[src/rtl/smpq_pkg.sv]
// ----------------------------------------------------------------------------
// smpq_pkg
// Types and codes for the sorted minimum priority queue.
// ----------------------------------------------------------------------------
package smpq_pkg;

   localparam int unsigned ValueWidth  = 32;
   localparam int unsigned CountWidth  = 5;
   localparam int unsigned CmdWidth    = 2;
   localparam int unsigned StatusWidth = 2;
   localparam int unsigned RspWidth    = 48;

   localparam logic [CmdWidth-1:0] CMD_ENQUEUE = 2'd0;
   localparam logic [CmdWidth-1:0] CMD_DEQUEUE = 2'd1;
   localparam logic [CmdWidth-1:0] CMD_CLEAR   = 2'd2;

   localparam logic [StatusWidth-1:0] STATUS_OK        = 2'd0;
   localparam logic [StatusWidth-1:0] STATUS_OVERFLOW  = 2'd1;
   localparam logic [StatusWidth-1:0] STATUS_UNDERFLOW = 2'd2;

   typedef logic signed [ValueWidth-1:0] value_type;

   typedef enum logic [1:0] {
      OP_HOLD,
      OP_INSERT,
      OP_REMOVE
   } cell_op_type;

   // broadcast to every cell in the row
   typedef struct packed {
      cell_op_type op;
      value_type   value;
   } cell_ctrl_type;

   typedef struct packed {
      logic                   full;
      logic                   empty;
      logic [CountWidth-1:0]  count;
      logic [StatusWidth-1:0] status;
      value_type              value;
   } result_type;

endpackage

[src/rtl/smpq_cell.sv]
// ----------------------------------------------------------------------------
// smpq_cell
// One slot of the sorted row: compare against the broadcast word and shift.
// ----------------------------------------------------------------------------
module smpq_cell (
   input  logic                    clock,
   input  smpq_pkg::cell_ctrl_type ctrl,
   input  logic                    in_use,
   input  smpq_pkg::value_type     left_value,
   input  logic                    left_greater,
   input  smpq_pkg::value_type     right_value,
   output smpq_pkg::value_type     value,
   output logic                    greater
);

   smpq_pkg::value_type value_ff;
   smpq_pkg::value_type value_in;

   // unused slots act as +infinity
   assign greater = !in_use || (value_ff > ctrl.value);
   assign value   = value_ff;

   always_comb begin
      value_in = value_ff;
      unique case (ctrl.op)
         smpq_pkg::OP_INSERT: begin
            if (greater) begin
               value_in = left_greater ? left_value : ctrl.value;
            end
         end
         smpq_pkg::OP_REMOVE: value_in = right_value;
         smpq_pkg::OP_HOLD:   value_in = value_ff;
         default:             value_in = value_ff;
      endcase
   end

   always_ff @(posedge clock) begin
      value_ff <= value_in;
   end

endmodule

[src/rtl/sorted_min_priority_queue.sv]
// ----------------------------------------------------------------------------
// sorted_min_priority_queue
// Sorted-row priority queue: enqueue, dequeue of the minimum, clear.
//
//   channel  dir  tdata                                      tuser
//   req_     in   [31:0] value_in                            [1:0] command
//   rsp_     out  [31:0] value_out [33:32] status [38:34]    -
//                 count [39] empty_res [40] full_res
//
// One word per cycle while req_tready is high: every slot compares and shifts
// in parallel against the broadcast word, so each command finishes in the
// cycle it is taken. The result is registered in a two-entry output stage
// that keeps taking words while one result waits. Reset empties the queue.
// ----------------------------------------------------------------------------
module sorted_min_priority_queue #(
   parameter int unsigned CAPACITY = 16
) (
   input  logic                                clock,
   input  logic                                reset,
   input  logic                                req_tvalid,
   output logic                                req_tready,
   input  logic [31:0]                         req_tdata,  // value_in
   input  logic [smpq_pkg::CmdWidth-1:0]       req_tuser,  // command
   output logic                                rsp_tvalid,
   input  logic                                rsp_tready,
   // value_out, status, count, empty_res, full_res, zero pad
   output logic [smpq_pkg::RspWidth-1:0]       rsp_tdata
);

   localparam int unsigned CW = $clog2(CAPACITY + 1);

   logic [CW-1:0]          count_ff, count_in;
   logic                   accept;
   logic                   is_full, is_empty;
   smpq_pkg::cell_ctrl_type ctrl;
   smpq_pkg::result_type   result;
   smpq_pkg::result_type   out_ff, out_in, skid_ff, skid_in;
   logic                   out_valid_ff, out_valid_in, skid_valid_ff, skid_valid_in;
   logic                   out_free;

   smpq_pkg::value_type    cell_value [CAPACITY];
   logic                   cell_greater [CAPACITY];

   assign req_tready = !skid_valid_ff;
   assign accept     = req_tvalid && req_tready;
   assign is_full    = (count_ff == CW'(CAPACITY));
   assign is_empty   = (count_ff == '0);

   // command decode and count update
   always_comb begin
      ctrl.op       = smpq_pkg::OP_HOLD;
      ctrl.value    = $signed(req_tdata);
      count_in      = count_ff;
      result.value  = '0;
      result.status = smpq_pkg::STATUS_OK;
      if (accept) begin
         priority if (req_tuser == smpq_pkg::CMD_ENQUEUE) begin
            if (is_full) begin
               result.status = smpq_pkg::STATUS_OVERFLOW;
            end else begin
               ctrl.op  = smpq_pkg::OP_INSERT;
               count_in = count_ff + CW'(1);
            end
         end else if (req_tuser == smpq_pkg::CMD_DEQUEUE) begin
            if (is_empty) begin
               result.status = smpq_pkg::STATUS_UNDERFLOW;
            end else begin
               ctrl.op      = smpq_pkg::OP_REMOVE;
               count_in     = count_ff - CW'(1);
               result.value = cell_value[0];
            end
         end else if (req_tuser == smpq_pkg::CMD_CLEAR) begin
            count_in = '0;
         end else begin
            // unused code: no operation
            count_in = count_ff;
         end
      end
      result.count = smpq_pkg::CountWidth'(count_in);
      result.empty = (count_in == '0);
      result.full  = (count_in == CW'(CAPACITY));
   end

   for (genvar i = 0; i < CAPACITY; i++) begin : g_cell
      smpq_pkg::value_type left_v, right_v;
      logic                left_g;
      if (i == 0) begin : g_first
         assign left_v = cell_value[i];
         assign left_g = 1'b0;
      end else begin : g_mid
         assign left_v = cell_value[i-1];
         assign left_g = cell_greater[i-1];
      end
      if (i == CAPACITY - 1) begin : g_last
         assign right_v = cell_value[i];
      end else begin : g_inner
         assign right_v = cell_value[i+1];
      end
      smpq_cell u_cell (
         .clock        (clock),
         .ctrl         (ctrl),
         .in_use       (CW'(i) < count_ff),
         .left_value   (left_v),
         .left_greater (left_g),
         .right_value  (right_v),
         .value        (cell_value[i]),
         .greater      (cell_greater[i])
      );
   end

   // output register plus skid entry
   assign out_free = !out_valid_ff || rsp_tready;

   always_comb begin
      out_in        = out_ff;
      out_valid_in  = out_valid_ff;
      skid_in       = skid_ff;
      skid_valid_in = skid_valid_ff;
      if (out_free) begin
         if (skid_valid_ff) begin
            out_in        = skid_ff;
            out_valid_in  = 1'b1;
            skid_valid_in = 1'b0;
         end else begin
            out_in       = result;
            out_valid_in = accept;
         end
      end else if (accept) begin
         skid_in       = result;
         skid_valid_in = 1'b1;
      end
   end

   always_ff @(posedge clock) begin
      if (reset) begin
         count_ff      <= '0;
         out_valid_ff  <= 1'b0;
         skid_valid_ff <= 1'b0;
      end else begin
         count_ff      <= count_in;
         out_valid_ff  <= out_valid_in;
         skid_valid_ff <= skid_valid_in;
      end
      out_ff  <= out_in;
      skid_ff <= skid_in;
   end

   assign rsp_tvalid = out_valid_ff;
   assign rsp_tdata  = smpq_pkg::RspWidth'(out_ff);

endmodule

[config.mk]
export PLATFORM = sky130hd
export DESIGN_NAME = sorted_min_priority_queue
export DESIGN_NICKNAME = d
export VERILOG_FILES = /design/src/rtl/smpq_pkg.sv /design/src/rtl/smpq_cell.sv /design/src/rtl/sorted_min_priority_queue.sv
export SDC_FILE = /design/constraint.sdc
export NUM_CORES = 2
export LEC_CHECK = 0
export BUFFER_PORTS_ARGS = -buffer_cell sky130_fd_sc_hd__clkbuf_2
export CORE_ASPECT_RATIO = 1.2
export CORE_MARGIN = 5
export CORE_UTILIZATION = 40
export CTS_BUF_LIST = sky130_fd_sc_hd__clkbuf_4
export DETAILED_ROUTE_END_ITERATION = 6
export PLACE_DENSITY = 0.53
export SLEW_MARGIN = 20
export SYNTH_ARGS = -nofsm -noshare
export SYNTH_HDL_FRONTEND = slang
export SYNTH_SLANG_ARGS = --single-unit
[constraint.sdc]
create_clock -name clock -period 11.5 [get_ports clock]
set_input_delay 2.3 -clock clock [delete_from_list [all_inputs] [get_ports clock]]
set_output_delay 2.3 -clock clock [all_outputs]
set_load 0.01 [all_outputs]
==> reports/qor.yml <==
fp.dieW_um: 300.1
path_delay_family: "simple AND/OR/NAND/NOR gates"
drt_pre_antenna_iters: 6
required_ns: 12.14
timing_max_transition_violations_final: 0
power_leakage_nw: 19.36
post_cts_resized: 0
rsz_0062_raised_after_global_routing: "false"
wl_um: 165700
p_per_area_nw_per_um2: 123.5
drc_errors: 0
clk_pin_slew_ns: 0.07
synth_enable_flop_cells: 594
layout_min_cycle_time_ns: 6.245
cts-root-buf: "sky130_fd_sc_hd__clkbuf_4"
cp_slowest_stage_delay_ns: 0.70
hold_path_startpoint: "skid_ff[15]$_DFFE_PP_"
clock.fmax_ghz: 0.1601
synth_cell_type_count: 72
synthToLayoutAreaGrowth_pct: 9.102
num_vias: 33549
drt-vias-per-instance: 6.554
clockBufferDepth: 3
ios: 88
grt_pass1_wl_um: 233100
synthesis.instances: 3632
grt_util_all_layers_pct: 29.87
placed_cells_incl_taps: 4837
gp_routability_congestion: 1.001
grt_pass1_vias: 32119
hold-path-cell-count: 1
fraction_of_power_consumed_by_the_clock_network_pct: 37.6
dp_hpwl_um: 112900
htree_num_levels: 4
post_synth_main_area_contributors: "sky130_fd_sc_hd__edfxtp_1 44%, sky130_fd_sc_hd__ha_1 16%, sky130_fd_sc_hd__a221o_1 5.6%"
antenna_found_initial: 19
reg_to_reg_start: "g_cell[0].u_cell.value[31]$_DFFE_PP_"
cap_violations: 0
rr_endpoint: "g_cell[0].u_cell.value[9]$_DFFE_PP_"
ys_seq_elements: 601
fin_crit_sh_pct: 54.31
hold-path-endpoint: "rsp_tdata[15]$_DFFE_PP_"
crit_path_cell_trace: "clkbuf_2 > inv_1 > ha_1 > and4_1 > nand4_1 > or4_1 > o21a_1 > a22oi_1 > nand3_2 > buf_4 > nand2_1 > nand2_4"
final_hold_viol_count: 0
drt-wirelength-per-cell_um: 32.36
yosysTopAreaCell: "sky130_fd_sc_hd__edfxtp_1"
timing.setup.tns_ns: 0
place_worst_setup_slack_ns: 4.246
cts.sink_count: 601
post_route_cells_drive_above_1_share_pct: 13.30
worst-path-buf-inv: 3
port-buffer-count: 80
holdWs_ns: 0.5199
synth.yosys.warnings: 0
timing.reg2reg.worst_path_depth: 10
timing.critical_path.arrival_ns: 6.89
switching_share_pct: 29.20
fp.coreArea_um2: 100100
drt_iter0_drc: 4076
async_reset_ff_share_pct: 0
floorplan.die_area_um2: 107500
globalRouteOverflowTotal: 0
status: "finished clean"
clk_latency_ns: 1.19
num_rows: 127
initial_utilization_pct: 40.34
vdd_ir_max_mv: 0.1014
tritoncts: "done"
postCtsSetupBuffers: 0
skew_ns: 0.09837
setup.worst_path.start_class: "primary input"
sequentialPowerShare_pct: 48.0
slew_headroom_pct: 22.26
post-route-worst-setup-slack_ns: 5.255
ctsHoldBuffers: 0
critical_path_class: "primary input to register"
grt_max_degree: 148
layout.cells.most_common_list: "594 x sky130_fd_sc_hd__edfxtp_1, 515 x sky130_fd_sc_hd__ha_1, 406 x sky130_fd_sc_hd__a21oi_1"
commonest_non_fill_non_tap_cell_in_the_layout: "sky130_fd_sc_hd__edfxtp_1"
mapped_avg_cell_area_um2: 11.12
comb_power_share_pct: 14.4
cts_inserted_buffers: 164
cellInternalPower_mw: 3.852
antenna_left: 0
rrSetupSlack_ns: 6.54
synth.cell_area_um2: 40390
final_cell_count_no_fill: 5119
setup_violations: 0
timing.critical_path.to_type: "register"
worst_slew_pin_tran_ns: 1.166
cell_type_of_the_slowest_stage_on_the_worst_timing_path: "sky130_fd_sc_hd__or4_1"
synth-main-ff-cell: "sky130_fd_sc_hd__edfxtp_1"
netlist.area_leader.share_pct: 44.16
total_switching_power_mw: 1.589
seq_area_frac_synth_pct: 44.51
finalCoreUtilization_pct: 44.02
design.final.nets: 4266
height_of_the_die_um: 358.1
worstPathMaxFanout: 32
hold_path.class: "register to register"
[Yosys cell counts, drive strengths merged (3+ instances only)]
master / number
clkbuf: 150
edfxtp: 594
nand2b: 9
a211oi: 19
and4: 10
nor4: 12
o21ai: 94
inv: 80
nand4: 105
a221oi: 3
ha: 515
o311a: 6
nand3: 88
a21oi: 412
o21a: 18
mux2i: 217
dlygate4sd1: 5
a211o: 7
a21o: 117
and2: 40
mux2: 33
nor3: 13
nand2: 129
a22oi: 4
a221o: 224
dfxtp: 7
or4: 6
a21boi: 18
nor2b: 19
a31oi: 10
and3: 225
a2111o: 4
o221ai: 15
buf: 80
o211ai: 21
o31a: 7
nor2: 276
or2b: 3
o31ai: 12
[cell families after synthesis]
group	after synthesis	synth area share (%)
muxes	250	6.298
and+or+nand+nor	943	12.18
other	1	0.009285
adders and majority gates	515	15.95
buffers and inverters	316	3.736
AOI/OAI and AO/OA	1006	17.31
DFF	601	44.51
[layer usage]
| layer | routed length (um) | GRT usage [%] | part of all wire, % | up-vias |
|---|---|---|---|---|
| met5 | 15 | 0 | 0.0091 | - |
| li1 | - | - | - | 14564 |
| met4 | 10470 | 17.01 | 6.3 | 2 |
| met3 | 15000 | 6.479 | 9.1 | 438 |
| met1 | 65850 | 38.35 | 40 | 16619 |
| met2 | 74320 | 46.89 | 45 | 1926 |
[power by group through the flow]
stage | sequential [mW] | combinational, mW | clock, mW
2_1_floorplan | 2.61 | 0.487 | 0
3_3_place_gp | 2.66 | 0.752 | 0
3_5_place_dp | 2.65 | 0.760 | 0
4_1_cts | 2.61 | 0.765 | 2.09
5_1_grt | 2.61 | 0.843 | 2.19
6_report | 2.61 | 0.781 | 2.05
[worst max-delay path by stage]
stage | endpoint | from | cells past startpoint | slack [ns]
detailed placement | g_cell[0].u_cell.value[1]$_DFFE_PP_ | req_tdata[31] | 12 | 4.25
global placement | g_cell[3].u_cell.value[17]$_DFFE_PP_ | req_tdata[30] | 12 | 3.68
CTS | g_cell[0].u_cell.value[18]$_DFFE_PP_ | req_tdata[31] | 12 | 5.47
finish | g_cell[0].u_cell.value[9]$_DFFE_PP_ | req_tdata[31] | 12 | 5.25
floorplan | g_cell[12].u_cell.value[0]$_DFFE_PP_ | req_tdata[25] | 12 | 3.96
global route | g_cell[0].u_cell.value[11]$_DFFE_PP_ | req_tdata[31] | 12 | 5.29
[final cells by class]
cell class / instances / area (um^2)
diodes: 9 / 22.52
clock buffers: 241 / 1809
clock inverters: 32 / 269.0
fillers: 9483 / 56050
inverters: 80 / 300.3
multi-input cells: 2721 / 21160
flip-flops and latches: 601 / 17980
well taps: 1290 / 1614
repair buffers: 145 / 908.4
[flip-flops by register name, summed over array words and instances, names as in the netlist]
| name | cells |
|---|---|
| rsp_tvalid | 1 |
| rsp_tdata | 41 |
| count_ff | 5 |
| g_cell.u_cell.value | 512 |
| skid_ff | 41 |
| skid_valid_ff | 1 |
[through the flow]
step / power (mW) / instance area (um^2)
after global routing: 5.649 / 44050
after global placement: 3.408 / 41940
final: 5.441 / 44060
after detailed placement: 3.415 / 41960
after floorplan: 3.099 / 40410
after CTS: 5.465 / 44040
[worst reg2reg max path, stage by stage, from the launching register on]
cell                       delay, ns
sky130_fd_sc_hd__edfxtp_1       0.52
sky130_fd_sc_hd__ha_1           0.46
sky130_fd_sc_hd__and4_1         0.26
sky130_fd_sc_hd__nand4_1        0.13
sky130_fd_sc_hd__or4_1          0.70
sky130_fd_sc_hd__o21a_1         0.25
sky130_fd_sc_hd__a22oi_1        0.18
sky130_fd_sc_hd__nand3_2        0.58
sky130_fd_sc_hd__buf_4          0.60
sky130_fd_sc_hd__nand2_1        0.23
sky130_fd_sc_hd__nand2_4        0.49
No activity file was read; power rests on OpenSTA's default activity.
